File: config.mk
export PLATFORM = sky130hd
export DESIGN_NAME = utf8_to_unicode_escape_decoder_core
export DESIGN_NICKNAME = d
export VERILOG_FILES = /design/src/rtl/utf8d_pkg.sv /design/src/rtl/utf8d_front.sv /design/src/rtl/utf8d_queue.sv /design/src/rtl/utf8d_back.sv /design/src/rtl/utf8_to_unicode_escape_decoder_core.sv
export SDC_FILE = /design/constraint.sdc
export NUM_CORES = 1
export LEC_CHECK = 0
export BUFFER_PORTS_ARGS = -buffer_cell sky130_fd_sc_hd__buf_2
export CAP_MARGIN = 20
export CORE_ASPECT_RATIO = 0.7
export CORE_UTILIZATION = 55
export DETAILED_ROUTE_END_ITERATION = 7
export HOLD_SLACK_MARGIN = 0.06
export PLACE_DENSITY = 0.75
export SETUP_SLACK_MARGIN = 0.15
export SLEW_MARGIN = 20
export SYNTH_ARGS = -nofsm -noshare
export SYNTH_HDL_FRONTEND = slang
export SYNTH_HIERARCHICAL = 1
export SYNTH_SLANG_ARGS = --single-unit
File: constraint.sdc
create_clock -name clock -period 3.84 [get_ports clock]
set_input_delay 0.384 -clock clock [delete_from_list [all_inputs] [get_ports clock]]
set_output_delay 0.384 -clock clock [all_outputs]
set_load 0.01 [all_outputs]
File: src/rtl/utf8d_pkg.sv
// shared types, constants and helpers of the utf-8 escape decoder
package utf8d_pkg;

   localparam int MIN_HEX_DIGITS_DEFAULT = 4;
   localparam int QUEUE_DEPTH_DEFAULT    = 4;

   localparam int CP_WIDTH   = 21;
   localparam int NDIG_WIDTH = 3;

   localparam logic [7:0] CHAR_BACKSLASH = 8'h5C;
   localparam logic [7:0] CHAR_LOWER_U   = 8'h75;
   localparam logic [7:0] CHAR_ERROR     = 8'h00;

   typedef enum logic [1:0] {
      CMD_PASS,
      CMD_ESC,
      CMD_ERR
   } cmd_kind_type;

   // one unit of work handed from the classifier to the expander
   typedef struct packed {
      cmd_kind_type          kind;
      logic [CP_WIDTH-1:0]   data;
      logic [NDIG_WIDTH-1:0] ndig;
      logic                  eos;
   } cmd_type;

   function automatic logic [7:0] hex_char(input logic [3:0] nib);
      logic [7:0] ch;
      if (nib < 4'd10) begin
         ch = 8'h30 + {4'd0, nib};
      end else begin
         ch = 8'h37 + {4'd0, nib};
      end
      return ch;
   endfunction

endpackage

File: src/rtl/utf8d_front.sv
// front end: accepts bytes, tracks the multibyte sequence and issues commands
module utf8d_front
   import utf8d_pkg::*;
#(
   parameter int MIN_HEX_DIGITS = MIN_HEX_DIGITS_DEFAULT
) (
   input  logic       clock,
   input  logic       reset,
   input  logic       accept,
   input  logic [7:0] in_byte,
   input  logic       end_of_string,
   output logic       push,
   output cmd_type    cmd
);

   localparam int MINW_CLAMP = (MIN_HEX_DIGITS < 1) ? 1 :
                               (MIN_HEX_DIGITS > 6) ? 6 : MIN_HEX_DIGITS;
   localparam logic [NDIG_WIDTH-1:0] MINW = NDIG_WIDTH'(MINW_CLAMP);

   logic [1:0]          br_ff, br_in;
   logic [CP_WIDTH-1:0] acc_ff, acc_in;
   logic                halted_ff, halted_in;

   logic [CP_WIDTH-1:0]   cont_acc;
   logic [23:0]           cp_pad;
   logic [NDIG_WIDTH-1:0] need;
   logic [NDIG_WIDTH-1:0] ndig;
   logic                  take_err;

   assign cont_acc = {acc_ff[CP_WIDTH-7:0], in_byte[5:0]};
   assign cp_pad   = {3'd0, cont_acc};

   // significant hex digits of the finished code point, raised to the minimum digit count
   always_comb begin
      need = NDIG_WIDTH'(1);
      for (int i = 1; i < 6; i++) begin
         if (cp_pad[4*i +: 4] != 4'd0) begin
            need = NDIG_WIDTH'(i + 1);
         end
      end
      ndig = (need > MINW) ? need : MINW;
   end

   always_comb begin
      br_in     = br_ff;
      acc_in    = acc_ff;
      halted_in = halted_ff;
      push      = 1'b0;
      take_err  = 1'b0;
      cmd.kind  = CMD_PASS;
      cmd.data  = {{(CP_WIDTH-8){1'b0}}, in_byte};
      cmd.ndig  = ndig;
      cmd.eos   = end_of_string;
      if (accept) begin
         if (halted_ff) begin
            if (end_of_string) begin
               halted_in = 1'b0;
               br_in     = 2'd0;
               acc_in    = '0;
            end
         end else if (br_ff != 2'd0) begin
            if (in_byte[7:6] != 2'b10) begin
               take_err = 1'b1;
            end else if (br_ff == 2'd1) begin
               push     = 1'b1;
               cmd.kind = CMD_ESC;
               cmd.data = cont_acc;
               br_in    = 2'd0;
               acc_in   = '0;
            end else if (end_of_string) begin
               take_err = 1'b1;
            end else begin
               acc_in = cont_acc;
               br_in  = br_ff - 2'd1;
            end
         end else if (!in_byte[7]) begin
            push = 1'b1;
         end else begin
            priority if (in_byte[7:5] == 3'b110) begin
               acc_in = {{(CP_WIDTH-5){1'b0}}, in_byte[4:0]};
               br_in  = 2'd1;
            end else if (in_byte[7:4] == 4'b1110) begin
               acc_in = {{(CP_WIDTH-4){1'b0}}, in_byte[3:0]};
               br_in  = 2'd2;
            end else if (in_byte[7:3] == 5'b11110) begin
               acc_in = {{(CP_WIDTH-3){1'b0}}, in_byte[2:0]};
               br_in  = 2'd3;
            end else begin
               take_err = 1'b1;
            end
            // a lead byte that ends the string is a truncated sequence
            if (end_of_string) begin
               take_err = 1'b1;
            end
         end
         if (take_err) begin
            push      = 1'b1;
            cmd.kind  = CMD_ERR;
            cmd.data  = '0;
            br_in     = 2'd0;
            acc_in    = '0;
            halted_in = !end_of_string;
         end
      end
   end

   always_ff @(posedge clock) begin
      if (reset) begin
         br_ff     <= 2'd0;
         acc_ff    <= '0;
         halted_ff <= 1'b0;
      end else begin
         br_ff     <= br_in;
         acc_ff    <= acc_in;
         halted_ff <= halted_in;
      end
   end

endmodule

File: src/rtl/utf8d_queue.sv
// short command queue between the front end and the expander
module utf8d_queue
   import utf8d_pkg::*;
#(
   parameter int DEPTH = QUEUE_DEPTH_DEFAULT
) (
   input  logic    clock,
   input  logic    reset,
   input  logic    push,
   input  cmd_type push_cmd,
   input  logic    pop,
   output cmd_type head,
   output logic    empty,
   output logic    full
);

   localparam int PW = (DEPTH > 1) ? $clog2(DEPTH) : 1;
   localparam int CW = $clog2(DEPTH + 1);
   localparam logic [CW-1:0] DEPTH_C = CW'(DEPTH);

   cmd_type         slot_ff [DEPTH];
   logic [PW-1:0]   wr_ptr_ff, wr_ptr_in;
   logic [PW-1:0]   rd_ptr_ff, rd_ptr_in;
   logic [CW-1:0]   count_ff, count_in;

   assign empty = (count_ff == '0);
   assign full  = (count_ff == DEPTH_C);
   assign head  = slot_ff[rd_ptr_ff];

   always_comb begin
      wr_ptr_in = wr_ptr_ff;
      rd_ptr_in = rd_ptr_ff;
      count_in  = count_ff;
      if (push) begin
         wr_ptr_in = (wr_ptr_ff == PW'(DEPTH - 1)) ? '0 : wr_ptr_ff + PW'(1);
      end
      if (pop) begin
         rd_ptr_in = (rd_ptr_ff == PW'(DEPTH - 1)) ? '0 : rd_ptr_ff + PW'(1);
      end
      if (push && !pop) begin
         count_in = count_ff + CW'(1);
      end else if (pop && !push) begin
         count_in = count_ff - CW'(1);
      end
   end

   always_ff @(posedge clock) begin
      if (reset) begin
         wr_ptr_ff <= '0;
         rd_ptr_ff <= '0;
         count_ff  <= '0;
      end else begin
         wr_ptr_ff <= wr_ptr_in;
         rd_ptr_ff <= rd_ptr_in;
         count_ff  <= count_in;
      end
   end

   always_ff @(posedge clock) begin
      if (push) begin
         slot_ff[wr_ptr_ff] <= push_cmd;
      end
   end

   a_no_overflow: assert property (@(posedge clock) disable iff (reset)
      !(push && full && !pop))
      else $error("command pushed into a full queue");

   a_no_underflow: assert property (@(posedge clock) disable iff (reset)
      !(pop && empty))
      else $error("command popped from an empty queue");

endmodule

File: src/rtl/utf8d_back.sv
// expander: turns queued commands into output characters, one beat per cycle while the output is not stalled
module utf8d_back
   import utf8d_pkg::*;
(
   input  logic       clock,
   input  logic       reset,
   input  cmd_type    head,
   input  logic       empty,
   output logic       pop,
   output logic       rsp_valid,
   input  logic       rsp_stall,
   output logic [7:0] rsp_out_char,
   output logic       rsp_is_error,
   output logic       rsp_run_last,
   output logic       rsp_string_done
);

   logic [2:0] step_ff, step_in;
   logic       valid_ff, valid_in;
   logic [7:0] char_ff, char_in;
   logic       err_ff, err_in;
   logic       last_ff, last_in;
   logic       done_ff, done_in;

   logic        slot_free;
   logic        emit;
   logic        is_last;
   logic [3:0]  digit_pos;
   logic [23:0] cp_pad;
   logic [3:0]  nib;

   assign slot_free = !valid_ff || !rsp_stall;
   assign emit      = slot_free && !empty;
   assign cp_pad    = {3'd0, head.data};
   // digit position counted from the least significant nibble
   assign digit_pos = {1'b0, head.ndig} + 4'd1 - {1'b0, step_ff};
   assign is_last   = (head.kind != CMD_ESC) ||
                      ({1'b0, step_ff} == {1'b0, head.ndig} + 4'd1);
   assign pop       = emit && is_last;

   always_comb begin
      unique case (digit_pos[2:0])
         3'd0:    nib = cp_pad[3:0];
         3'd1:    nib = cp_pad[7:4];
         3'd2:    nib = cp_pad[11:8];
         3'd3:    nib = cp_pad[15:12];
         3'd4:    nib = cp_pad[19:16];
         3'd5:    nib = cp_pad[23:20];
         default: nib = 4'd0;
      endcase
   end

   always_comb begin
      step_in  = step_ff;
      valid_in = valid_ff;
      char_in  = char_ff;
      err_in   = err_ff;
      last_in  = last_ff;
      done_in  = done_ff;
      if (slot_free) begin
         valid_in = emit;
      end
      if (emit) begin
         step_in = is_last ? 3'd0 : step_ff + 3'd1;
         err_in  = 1'b0;
         last_in = is_last;
         done_in = is_last && head.eos;
         unique case (head.kind)
            CMD_PASS: char_in = head.data[7:0];
            CMD_ESC: begin
               if (step_ff == 3'd0) begin
                  char_in = CHAR_BACKSLASH;
               end else if (step_ff == 3'd1) begin
                  char_in = CHAR_LOWER_U;
               end else begin
                  char_in = hex_char(nib);
               end
            end
            CMD_ERR: begin
               char_in = CHAR_ERROR;
               err_in  = 1'b1;
            end
            default: char_in = CHAR_ERROR;
         endcase
      end
   end

   always_ff @(posedge clock) begin
      if (reset) begin
         step_ff  <= 3'd0;
         valid_ff <= 1'b0;
      end else begin
         step_ff  <= step_in;
         valid_ff <= valid_in;
      end
      char_ff <= char_in;
      err_ff  <= err_in;
      last_ff <= last_in;
      done_ff <= done_in;
   end

   assign rsp_valid       = valid_ff;
   assign rsp_out_char    = char_ff;
   assign rsp_is_error    = err_ff;
   assign rsp_run_last    = last_ff;
   assign rsp_string_done = done_ff;

   a_error_single_beat: assert property (@(posedge clock) disable iff (reset)
      (valid_ff && err_ff) |-> last_ff)
      else $error("error beat not marked as last of its byte");

   a_step_in_range: assert property (@(posedge clock) disable iff (reset)
      !empty |-> ({1'b0, step_ff} <= {1'b0, head.ndig} + 4'd1))
      else $error("expander step ran past the escape text");

endmodule

File: src/rtl/utf8_to_unicode_escape_decoder_core.sv
// utf-8 to \u escape decoder; the expander sends one beat per cycle while the output
// is not stalled, taking each command from the queue register into its output register
// an ascii byte gives one beat, a multibyte sequence gives a backslash, a u and its
// hex digits on its final byte, and its lead and middle bytes give no beat
// a 4-entry command queue lets bytes keep coming while the expander is busy
// synchronous reset clears the decode state, the queue and the output valid
module utf8_to_unicode_escape_decoder_core
   import utf8d_pkg::*;
#(
   parameter int MIN_HEX_DIGITS = MIN_HEX_DIGITS_DEFAULT,
   parameter int QUEUE_DEPTH    = QUEUE_DEPTH_DEFAULT
) (
   input  logic       clock,
   input  logic       reset,
   input  logic       req_valid,
   output logic       req_stall,
   input  logic [7:0] req_in_byte,
   input  logic       req_end_of_string,
   output logic       rsp_valid,
   input  logic       rsp_stall,
   output logic [7:0] rsp_out_char,
   output logic       rsp_is_error,
   output logic       rsp_run_last,
   output logic       rsp_string_done
);

   logic    accept;
   logic    push;
   cmd_type push_cmd;
   logic    pop;
   cmd_type head;
   logic    empty;
   logic    full;

   assign req_stall = full;
   assign accept    = req_valid && !full;

   utf8d_front #(
      .MIN_HEX_DIGITS(MIN_HEX_DIGITS)
   ) u_front (
      .clock        (clock),
      .reset        (reset),
      .accept       (accept),
      .in_byte      (req_in_byte),
      .end_of_string(req_end_of_string),
      .push         (push),
      .cmd          (push_cmd)
   );

   utf8d_queue #(
      .DEPTH(QUEUE_DEPTH)
   ) u_queue (
      .clock   (clock),
      .reset   (reset),
      .push    (push),
      .push_cmd(push_cmd),
      .pop     (pop),
      .head    (head),
      .empty   (empty),
      .full    (full)
   );

   utf8d_back u_back (
      .clock          (clock),
      .reset          (reset),
      .head           (head),
      .empty          (empty),
      .pop            (pop),
      .rsp_valid      (rsp_valid),
      .rsp_stall      (rsp_stall),
      .rsp_out_char   (rsp_out_char),
      .rsp_is_error   (rsp_is_error),
      .rsp_run_last   (rsp_run_last),
      .rsp_string_done(rsp_string_done)
   );

endmodule
==> results of run 1 <==
[cell type report]
cell class              instances  area, sq um
clock buffers                  17          425
clock inverters                15          181
fillers                       838         4160
inverters                      16         60.1
multi-input cells             246         2230
flip-flops and latches        150         4200
well taps                     157          196
repair buffers                 39          234
[worst reg2reg max path: cells and delay by family, from the launching register on]
kind,cells,cell delay [ps]
AO/OA/AOI/OAI,2,380
flip-flops,1,380
multiplexers,3,1070
AND/OR/NAND/NOR,2,390
adder cells (fa/ha/maj),2,1010
buffers and inverters,1,60
[Yosys cell counts (4+ instances only)]
| master | count |
|---|---|
| sky130_fd_sc_hd__mux4_1 | 7 |
| sky130_fd_sc_hd__nand2b_1 | 12 |
| sky130_fd_sc_hd__mux4_2 | 22 |
| sky130_fd_sc_hd__mux2i_1 | 12 |
| sky130_fd_sc_hd__nand3b_1 | 4 |
| sky130_fd_sc_hd__a21oi_1 | 20 |
| sky130_fd_sc_hd__buf_2 | 8 |
| sky130_fd_sc_hd__edfxtp_1 | 119 |
| sky130_fd_sc_hd__a22o_1 | 7 |
| sky130_fd_sc_hd__nand3_1 | 15 |
| sky130_fd_sc_hd__ha_1 | 15 |
| sky130_fd_sc_hd__dfxtp_1 | 31 |
| sky130_fd_sc_hd__and2_1 | 26 |
| sky130_fd_sc_hd__nand2_1 | 21 |
| sky130_fd_sc_hd__inv_1 | 16 |
| sky130_fd_sc_hd__nor3_1 | 4 |
| sky130_fd_sc_hd__and3_1 | 4 |
| sky130_fd_sc_hd__o21ai_0 | 9 |
| sky130_fd_sc_hd__nor2_1 | 19 |
| sky130_fd_sc_hd__clkbuf_1 | 5 |
[final timing paths]
check / slack, ps / endpoint / cells after the start
worst max-delay path: 300 / u_back/rsp_out_char[2] / 10
worst min-delay path: 210 / u_front/acc_ff[2] / 2
worst max register to register: 300 / u_back/rsp_out_char[2] / 10
worst min register to register: 470 / u_front/acc_ff[9] / 2
[power by group through the flow]
stage | Clock [mW] | Combinational, mW | Sequential (mW)
2_1_floorplan | 0 | 1.34 | 2.11
3_3_place_gp | 0 | 1.72 | 2.09
3_5_place_dp | 0 | 1.78 | 2.10
4_1_cts | 1.71 | 1.81 | 2.06
5_1_grt | 1.77 | 2.06 | 2.08
6_report | 1.68 | 1.91 | 2.06
[flip-flops by register name (all words and copies together) (netlist names), named ones only]
name                    count
u_back/rsp_valid            1
u_back/rsp_string_done      1
u_back/rsp_run_last         1
u_queue/slot_ff           108
u_back/rsp_is_error         1
u_back/step_ff              3
u_front/acc_ff             15
u_queue/rd_ptr_ff           2
u_queue/wr_ptr_ff           2
u_queue/count_ff            3
u_front/halted_ff           1
u_back/rsp_out_char         8
u_front/br_ff               2
[per-layer routing]
metal | GRT usage [%] | part of all wire, %
met5 | 0 | 0
met4 | 8.72 | 1.3
met1 | 32.3 | 45
met3 | 5.31 | 6.7
met2 | 35.3 | 47
[per-stage QoR]
step | util (%) | cell area, sq um | instances
after floorplan | - | 6600 | 431
after global placement | 58.8 | 6870 | 605
after detailed placement | 58.8 | 6870 | 605
after CTS | 63.9 | 7470 | 637
after global routing | 64.4 | 7520 | 640
final | 64.4 | 7520 | 640
[kinds of logic (layout without fill, tap and decap cells)]
| group | count (synthesis) | after routing | synth area share [%] |
|---|---|---|---|
| DFF | 150 | 150 | 63.7 |
| other | 1 | 1 | 0.0569 |
| and+or+nand+nor | 119 | 119 | 10.1 |
| buffers and inverters | 35 | 87 | 2.98 |
| muxes | 41 | 41 | 12.1 |
| adders and majority gates | 17 | 17 | 3.46 |
| xor gates and xnor gates | 7 | 7 | 1.27 |
| AOI/OAI and AO/OA | 61 | 61 | 6.25 |
[what timing repair did]
item | in CTS | in global routing
gates resized for setup | 0 | 5
buffers inserted | 0 | 3
setup endpoints to repair | 0 | 6
[cell usage in the layout (no fill, tap or decap), drive strengths merged, types with 15 or more instances in the layout]
master,n
a21oi,20
and2,26
buf,39
clkbuf,17
dfxtp,31
edfxtp,119
ha,15
inv,17
mux4,29
nand2,22
nand3,15
nor2,19
==> metrics.md, run 1 <==
| Metric | Value |
|---|---|
| Required time worst endpoint | 4000 ps |
| Number of setup violations in the final report | 0 |
| Async S/R FF share, synth | 0% |
| Total standard cell area after synthesis | 0.00659 sq mm |
| Number of endpoints with negative hold slack in the final report | 0 |
| Worst setup slack after placement | 214 ps |
| Most common flop cell mapped by yosys | sky130_fd_sc_hd__edfxtp_1 |
| Global-route wire length before repair | 20.5 mm |
| Number of global-route vias before repair | 3,783 |
| Comb pwr share | 33.8% |
| Accumulated negative setup slack | 0 ps |
| Wire length reported by the detailed router | 13.3 mm |
| Slew Limit Headroom | 42.5% |
| Starting utilization of the core area | 56.4% |
| Peak VDD IR | 0.435 mV |
| Largest net degree at the start of global routing | 28 |
| Detail-routed via count per cell | 6.03 |
| Path class of the lowest-slack min-delay path | primary input to flip-flop |
| Flop pwr share | 36.5% |
| Initial detailed-routing violation count | 287 |
| Post-synthesis area per instance | 15.3 sq um |
| Setup CP Type | flip-flop to flip-flop |
| Total power consumption of the routed design | 5.66 mW |
| Number of synthesis warnings | 6 |
| Die height | 93.5 um |
| Crit path max-delay cell type | sky130_fd_sc_hd__fa_2 |
| Status | complete, no violations |
| Row cnt | 33 |
| # clock sinks | 150 |
| Switching share of power | 32.1% |
| Setup repair after global routing missed its margin | true |
| WL per Instance | 20.8 um |
| Number of cells produced by synthesis | 431 |
| Internal power contribution | 3.84 mW |
| Area share of the largest cell type after synthesis | 54.3% |
| TritonCTS clock tree | built |
| Clock buffer depth | 2 |
| Vias after detailed routing | 3,858 |
| Antenna cell count | 0 |
| Clock latency of the later-clocked register in the worst-skew pair | 420 ps |
| GR Util All Layers | 23.1% |
| Measured slew at the worst slew-check pin | 858 ps |
| Setup slack of the critical path after layout | 301 ps |
| Part of the total power dissipated in the clock network | 29.8% |
| Max Cap Violations | 0 |
| CP delay by family, top | multiplexers |
| Ratio of total power to cell area | 752 mW/mm^2 |
| Area contributors post-synth | sky130_fd_sc_hd__edfxtp_1 54%, sky130_fd_sc_hd__dfxtp_1 9.4%, sky130_fd_sc_hd__mux4_2 7.5%, sky130_fd_sc_hd__ha_1 2.9%, sky130_fd_sc_hd__mux4_1 2.8% |
| Kind of end point of the critical path | flip-flop |
| Maximum clock frequency | 283 MHz |
| Crit start category | flip-flop |
| Minimum clock period after layout | 3540 ps |
| Routability Congestion | 0.860 |
| Cell type with the largest total area after synthesis | sky130_fd_sc_hd__edfxtp_1 |
| Total of buffers placed on input and output ports | 25 |
| Total global routing overflow | 0 |
| Number of flops mapped to enable cells by yosys | 119 |
| CTS Buf Count | 17 |
| Reg clk slew, reported paths | 60 ps |
| Die ar. | 0.0124 sq mm |
| Number of library cell types mapped by synthesis | 57 |
| DRC | 0 |
| Share of cells above drive strength 1 | 21.9% |
| Antenna violations before repair | 0 |
| Cell with the most instances on the worst path | sky130_fd_sc_hd__mux2i_1 |
| Max incr delay on CP | 670 ps |
| Switching power summed over all nets | 1.82 mW |
| H-tree depth | 4 |
| Pleak | 2.69 nW |
| Root buf cell | sky130_fd_sc_hd__clkbuf_16 |
| Top-level I/O count | 26 |
| Part of the Yosys area used for sequential elements | 63.7% |
| CP Max Fanout | 13 |
| Count of hold-fix buffers inserted at cts | 0 |
| Part of the cycle the worst path needs | 92.2% |
| Final clock skew | 9.21 ps |
| Register bit total from synthesis | 150 |
| Synthesized netlist net count | 461 |
| Half-perimeter wire length after detailed placement | 8.50 mm |
| Area Overhead vs Synth | 14.3% |
| Cell breakdown of the critical path | mux4_2 > ha_1 > inv_1 > fa_2 > mux2i_1 > o21ai_0 > mux2i_1 > nand2_2 > and4b_1 > o31a_1 |
| Die width | 133 um |
| Data arrival at the endpoint of the critical path | 3700 ps |
| Routed Antenna Nets | 0 |
| Pre-Repair DR Iteration Count | 5 |
| Worst Hold Margin | 214 ps |
| HP Start | req_in_byte[2] |
| Area of the core | 0.0117 sq mm |
| # nets final | 500 |
| Count of final max-slew check failures | 0 |
| Buf+Inv Stages, Crit Path | 1 |
(Power assumes the default switching activity.)
==> inputs of run 2 (changes only) <==
--- a/config.mk
+++ b/config.mk
@@ -6,12 +6,11 @@
 export NUM_CORES = 1
 export LEC_CHECK = 0
 export BUFFER_PORTS_ARGS = -buffer_cell sky130_fd_sc_hd__buf_2
-export CAP_MARGIN = 20
 export CORE_ASPECT_RATIO = 0.7
-export CORE_UTILIZATION = 55
+export CORE_UTILIZATION = 35
 export DETAILED_ROUTE_END_ITERATION = 7
 export HOLD_SLACK_MARGIN = 0.06
-export PLACE_DENSITY = 0.75
+export PLACE_DENSITY = 0.52
 export SETUP_SLACK_MARGIN = 0.15
 export SLEW_MARGIN = 20
 export SYNTH_ARGS = -nofsm -noshare
==> metrics.md, run 2 (synthesis gave the netlist of run 1 again) <==
| Metric | Value |
|---|---|
| Status | finished with violations |
| Violated checks | design-rule violations |
| Area of the core | 0.0182 sq mm |
| Count of hold-fix buffers inserted at cts | 0 |
| Number of placed instances with taps included | 686 |
| Row cnt | 41 |
| # clock sinks | 150 |
| Peak VDD IR | 0.304 mV |
| Starting utilization of the core area | 36.2% |
| Die height | 117 um |
| Pre-Repair DR Iteration Count | 6 |
| Accumulated negative setup slack | 0 ps |
| Clock buffer depth | 2 |
| Top library cells by usage in the layout, fill and taps aside | 119 x sky130_fd_sc_hd__edfxtp_1, 30 x sky130_fd_sc_hd__dfxtp_1, 26 x sky130_fd_sc_hd__and2_1 |
| Number of global-route vias before repair | 3,742 |
| Number of endpoints with negative hold slack in the final report | 0 |
| Area of all placed cells without fillers | 0.00765 sq mm |
| Root buf cell | sky130_fd_sc_hd__clkbuf_16 |
| Kind of end point of the critical path | flip-flop |
| Number of cells in the finished layout apart from fillers | 721 |
| Routability Congestion | 0.823 |
| Part of the cycle the worst path needs | 92.4% |
| Worst Hold Margin | 220 ps |
| Wire length reported by the detailed router | 13.8 mm |
| Worst setup slack after placement | 202 ps |
| Slew Limit Headroom | 46.1% |
| Maximum clock frequency | 282 MHz |
| Number of setup violations in the final report | 0 |
| Total global routing overflow | 0 |
| Total power consumption of the routed design | 5.72 mW |
| Largest net degree at the start of global routing | 28 |
| CP Max Fanout | 8 |
| Pleak | 2.72 nW |
| Top-level I/O count | 26 |
| Total of buffers placed on input and output ports | 25 |
| GR Util All Layers | 15.4% |
| Antenna cell count | 0 |
| Area Overhead vs Synth | 16.2% |
| Routed Antenna Nets | 0 |
| Final core occ | 42.0% |
| Crit start category | flip-flop |
| Count of final max-slew check failures | 0 |
| Ratio of total power to cell area | 748 mW/mm^2 |
| Reg clk slew, reported paths | 70 ps |
| Measured slew at the worst slew-check pin | 805 ps |
| DRC | 3 |
| Final clock skew | 14.6 ps |
| Vias after detailed routing | 3,663 |
| Largest register by flop count | u_queue/slot_ff |
| Share of cells above drive strength 1 | 22.5% |
| Die width | 166 um |
| Setup CP Type | flip-flop to flip-flop |
| Max reg flops | 108 |
| TritonCTS clock tree | built |
| Initial detailed-routing violation count | 285 |
| Path class of the lowest-slack min-delay path | primary input to flip-flop |
| Minimum clock period after layout | 3550 ps |
| Required time worst endpoint | 4020 ps |
| Cell area after placement | 0.00698 sq mm |
| Setup repair after global routing missed its margin | false |
| Half-perimeter wire length after detailed placement | 9.23 mm |
| Most common cell after layout, fill and taps aside | sky130_fd_sc_hd__edfxtp_1 |
| Filler cell count | 1,633 |
| WL per Instance | 19.2 um |
| Setup slack of the critical path after layout | 292 ps |
| Clock latency of the later-clocked register in the worst-skew pair | 420 ps |
| CTS Buf Count | 17 |
| H-tree depth | 4 |
| # nets final | 502 |
| Data arrival at the endpoint of the critical path | 3730 ps |
| Global-route wire length before repair | 21.3 mm |
| Antenna violations before repair | 0 |
| Max Cap Violations | 0 |
| Detail-routed via count per cell | 5.08 |
| Die ar. | 0.0194 sq mm |
## run 2: cell types whose count changed in the layout (fill, tap and decap cells not counted), sizes merged
cell,delta
inv,+9
clkinv,-6
clkinvlp,-3
buf,+2
## run 2: worst max-delay path, stage by stage, from the launching register on
cell	delay (ps)
sky130_fd_sc_hd__dfxtp_4	390
sky130_fd_sc_hd__mux4_2	530
sky130_fd_sc_hd__ha_1	330
sky130_fd_sc_hd__inv_1	60
sky130_fd_sc_hd__fa_2	370
sky130_fd_sc_hd__xor2_2	190
sky130_fd_sc_hd__xnor2_4	330
sky130_fd_sc_hd__mux2i_1	120
sky130_fd_sc_hd__o221a_2	280
sky130_fd_sc_hd__ha_1	240
sky130_fd_sc_hd__and4b_1	210
sky130_fd_sc_hd__o31a_1	260
## run 2: layout make-up
type,instances,area [sq um],area share [%]
sequential,150,4200,54.9
multi-input combinational,246,2220,29.1
clock buffer,17,425,5.56
tap,236,295,3.86
timing repair buffer,41,245,3.21
clock inverter,15,203,2.65
inverter,16,60.1,0.785
## run 2: timing repair
| item | CTS | global route |
|---|---|---|
| gates resized for setup | 0 | 4 |
| setup endpoints to repair | 0 | 4 |
| setup buffers | 0 | 3 |
## run 2: final timing paths
| check | startpoint | slack (ps) | cells after the start | end |
|---|---|---|---|---|
| setup reg to reg | flip-flop | 290 | 11 | u_back/rsp_out_char[2] |
| hold / removal | req_in_byte[2] | 220 | 2 | u_front/acc_ff[2] |
| setup / recovery | flip-flop | 290 | 11 | u_back/rsp_out_char[2] |
| hold reg to reg | u_front/acc_ff[9] | 460 | 2 | u_front/acc_ff[9] |
## run 2: power by group
group          switching (mW)  internal, mW  leakage [nW]
logic                    1.06         0.819          1.01
registers              0.0781          1.99          1.40
clock network           0.721          1.05         0.310
total                    1.86          3.86          2.72
## run 2: layer usage
layer	share of wire, %	GRT usage [%]	vias to the layer above
li1	-	-	1743
met2	44	23.4	78
met4	1.2	5.86	0
met1	50	21.6	1828
met3	4.7	3.25	14
met5	0	0	-
==> inputs of run 3 (changes only) <==
--- a/config.mk
+++ b/config.mk
@@ -10,7 +10,7 @@
 export CORE_UTILIZATION = 35
 export DETAILED_ROUTE_END_ITERATION = 7
 export HOLD_SLACK_MARGIN = 0.06
-export PLACE_DENSITY = 0.52
+export PLACE_DENSITY = 0.5
 export SETUP_SLACK_MARGIN = 0.15
 export SLEW_MARGIN = 20
 export SYNTH_ARGS = -nofsm -noshare
==> constraint.sdc (replaced) <==
create_clock -name clock -period 3.45 [get_ports clock]
set_input_delay 0.345 -clock clock [delete_from_list [all_inputs] [get_ports clock]]
set_output_delay 0.345 -clock clock [all_outputs]
set_load 0.01 [all_outputs]
==> metrics.md, run 3 (synthesis gave the netlist of run 1 again) <==
| Metric | Value |
|---|---|
| Area of the core | 0.0182 sq mm |
| Peak VDD IR | 0.326 mV |
| Kind of end point of the critical path | flip-flop |
| Crit start category | flip-flop |
| Top library cells by usage in the layout, fill and taps aside | 119 x sky130_fd_sc_hd__edfxtp_1, 30 x sky130_fd_sc_hd__dfxtp_1, 26 x sky130_fd_sc_hd__and2_1 |
| Top-level I/O count | 26 |
| Global-route wire length before repair | 21.5 mm |
| Share of cells above drive strength 1 | 24.6% |
| # clock sinks | 150 |
| Count of hold-fix buffers inserted at cts | 0 |
| Max Cap Violations | 0 |
| Data arrival at the endpoint of the critical path | 3500 ps |
| Worst setup slack after placement | 43.8 ps |
| Die height | 117 um |
| GR Util All Layers | 15.4% |
| Antenna cell count | 0 |
| Routed Antenna Nets | 0 |
| Number of global-route vias before repair | 3,643 |
| Maximum clock frequency | 300 MHz |
| Clock buffer depth | 2 |
| Filler cell count | 1,642 |
| Final clock skew | 8.49 ps |
| Cell area after placement | 0.00705 sq mm |
| Worst R2R Path Depth | 11 |
| Total of buffers placed on input and output ports | 25 |
| WL per Instance | 19.1 um |
| Largest register by flop count | u_queue/slot_ff |
| H-tree depth | 4 |
| Measured slew at the worst slew-check pin | 947 ps |
| Setup CP Type | flip-flop to flip-flop |
| CP Max Fanout | 5 |
| Worst Hold Margin | 155 ps |
| Area Overhead vs Synth | 17.3% |
| Starting utilization of the core area | 36.2% |
| R2R Path End | u_back/rsp_out_char[2] |
| Half-perimeter wire length after detailed placement | 9.32 mm |
| Ratio of total power to cell area | 839 mW/mm^2 |
| Most common cell after layout, fill and taps aside | sky130_fd_sc_hd__edfxtp_1 |
| Slew Limit Headroom | 36.4% |
| Routability Congestion | 0.791 |
| Cell breakdown of the critical path | mux4_2 > ha_4 > inv_2 > fa_2 > xor2_4 > xnor2_4 > mux2i_1 > o221a_2 > ha_4 > and4b_1 > o31a_1 |
| CTS Buf Count | 17 |
| Reg-to-reg setup timing slack | 120 ps |
| Setup repair after global routing missed its margin | true |
| Detail-routed via count per cell | 5.13 |
| # nets final | 509 |
| Pleak | 2.73 nW |
| Part of the cycle the worst path needs | 96.5% |
| Number of endpoints with negative hold slack in the final report | 0 |
| TritonCTS clock tree | built |
| Reg clk slew, reported paths | 60 ps |
| Largest net degree at the start of global routing | 28 |
| Status | finished with violations |
| Max incr delay on CP | 560 ps |
| Crit path capture | u_back/rsp_out_char[2] |
| Count of final max-slew check failures | 0 |
| Max reg flops | 108 |
| Row cnt | 41 |
| Required time worst endpoint | 3620 ps |
| Clock latency of the later-clocked register in the worst-skew pair | 420 ps |
| Wire length reported by the detailed router | 13.9 mm |
| Root buf cell | sky130_fd_sc_hd__clkbuf_16 |
| Pre-Repair DR Iteration Count | 7 |
| Antenna violations before repair | 0 |
| Minimum clock period after layout | 3330 ps |
| Setup slack of the critical path after layout | 121 ps |
| Vias after detailed routing | 3,736 |
| Path class of the lowest-slack min-delay path | primary input to flip-flop |
| Violated checks | design-rule violations |
| DRC | 3 |
| Die width | 166 um |
| Area of all placed cells without fillers | 0.00772 sq mm |
| Cell with the most instances on the worst path | sky130_fd_sc_hd__ha_4 |
| Number of setup violations in the final report | 0 |
| Die ar. | 0.0194 sq mm |
| Total global routing overflow | 0 |
| Initial detailed-routing violation count | 310 |
| Crit path max-delay cell type | sky130_fd_sc_hd__mux4_2 |
-- run 3: cell types whose count changed in the layout (fill, tap and decap cells not counted), moves of 2 or more --
cell / before / now
sky130_fd_sc_hd__clkinv_2: 0 / 2
sky130_fd_sc_hd__buf_4: 16 / 22
sky130_fd_sc_hd__mux2i_1: 12 / 10
sky130_fd_sc_hd__ha_4: 0 / 2
sky130_fd_sc_hd__inv_6: 7 / 4
sky130_fd_sc_hd__ha_1: 15 / 13
sky130_fd_sc_hd__bufinv_16: 3 / 1
-- run 3: timing repair --
item	4_1_cts	5_1_grt
pin swaps	2	6
setup buffers	4	3
setup endpoints to repair	4	6
gates resized for setup	2	5
-- run 3: cell type report --
| class | count | area [sq um] | share of cell area [%] |
|---|---|---|---|
| tap | 236 | 295 | 3.82 |
| clock buffer | 18 | 429 | 5.56 |
| multi-input combinational | 246 | 2290 | 29.6 |
| timing repair buffer | 48 | 310 | 4.02 |
| clock inverter | 14 | 143 | 1.85 |
| sequential | 150 | 4200 | 54.4 |
| inverter | 16 | 60.1 | 0.778 |
-- run 3: layer usage --
layer | GRT usage, % | vias up | share of wire (%)
li1 | - | 1752 | -
met1 | 22.4 | 1894 | 51
met2 | 22.6 | 86 | 43
met3 | 4.71 | 4 | 5.1
met4 | 3.61 | 0 | 0.40
met5 | 0 | - | 0
-- run 3: worst max-delay path: cells and delay by family, from the launching register on --
family | cells | cell delay (ps)
compound gates | 2 | 530
mux | 2 | 670
fa+ha+maj | 3 | 880
xor+xnor | 2 | 430
buf+inv | 1 | 40
simple gates | 1 | 170
flops | 1 | 370
-- run 3: worst min path at each step --
stage | from | end | slack (ps) | cells past startpoint
after global routing | req_in_byte[2] | u_front/acc_ff[2] | 140 | 2
after CTS | req_in_byte[2] | u_front/acc_ff[2] | 140 | 2
after floorplan | reset | u_back/rsp_valid | 410 | 1
after global placement | u_front/acc_ff[9] | u_front/acc_ff[9] | 450 | 2
final | req_in_byte[2] | u_front/acc_ff[2] | 150 | 2
after detailed placement | u_front/acc_ff[9] | u_front/acc_ff[9] | 450 | 2
-- run 3: power breakdown --
part / internal, mW / leakage, nW / switching, mW / total (mW)
Clock: 1.02 / 0.281 / 0.772 / 1.79
Combinational: 1.12 / 1.05 / 1.27 / 2.40
Sequential: 2.21 / 1.40 / 0.0789 / 2.29
Total: 4.35 / 2.73 / 2.13 / 6.48
-- run 3: metrics by stage --
step | util (%) | total power [mW] | instances | setup TNS, ps
after CTS | 42.2 | 6.42 | 725 | 0
after floorplan | - | 3.93 | 431 | -41.8
final | 42.4 | 6.48 | 728 | 0
after global placement | 38.7 | 4.47 | 689 | 0
after global routing | 42.4 | 6.82 | 728 | 0
after detailed placement | 38.7 | 4.50 | 689 | 0
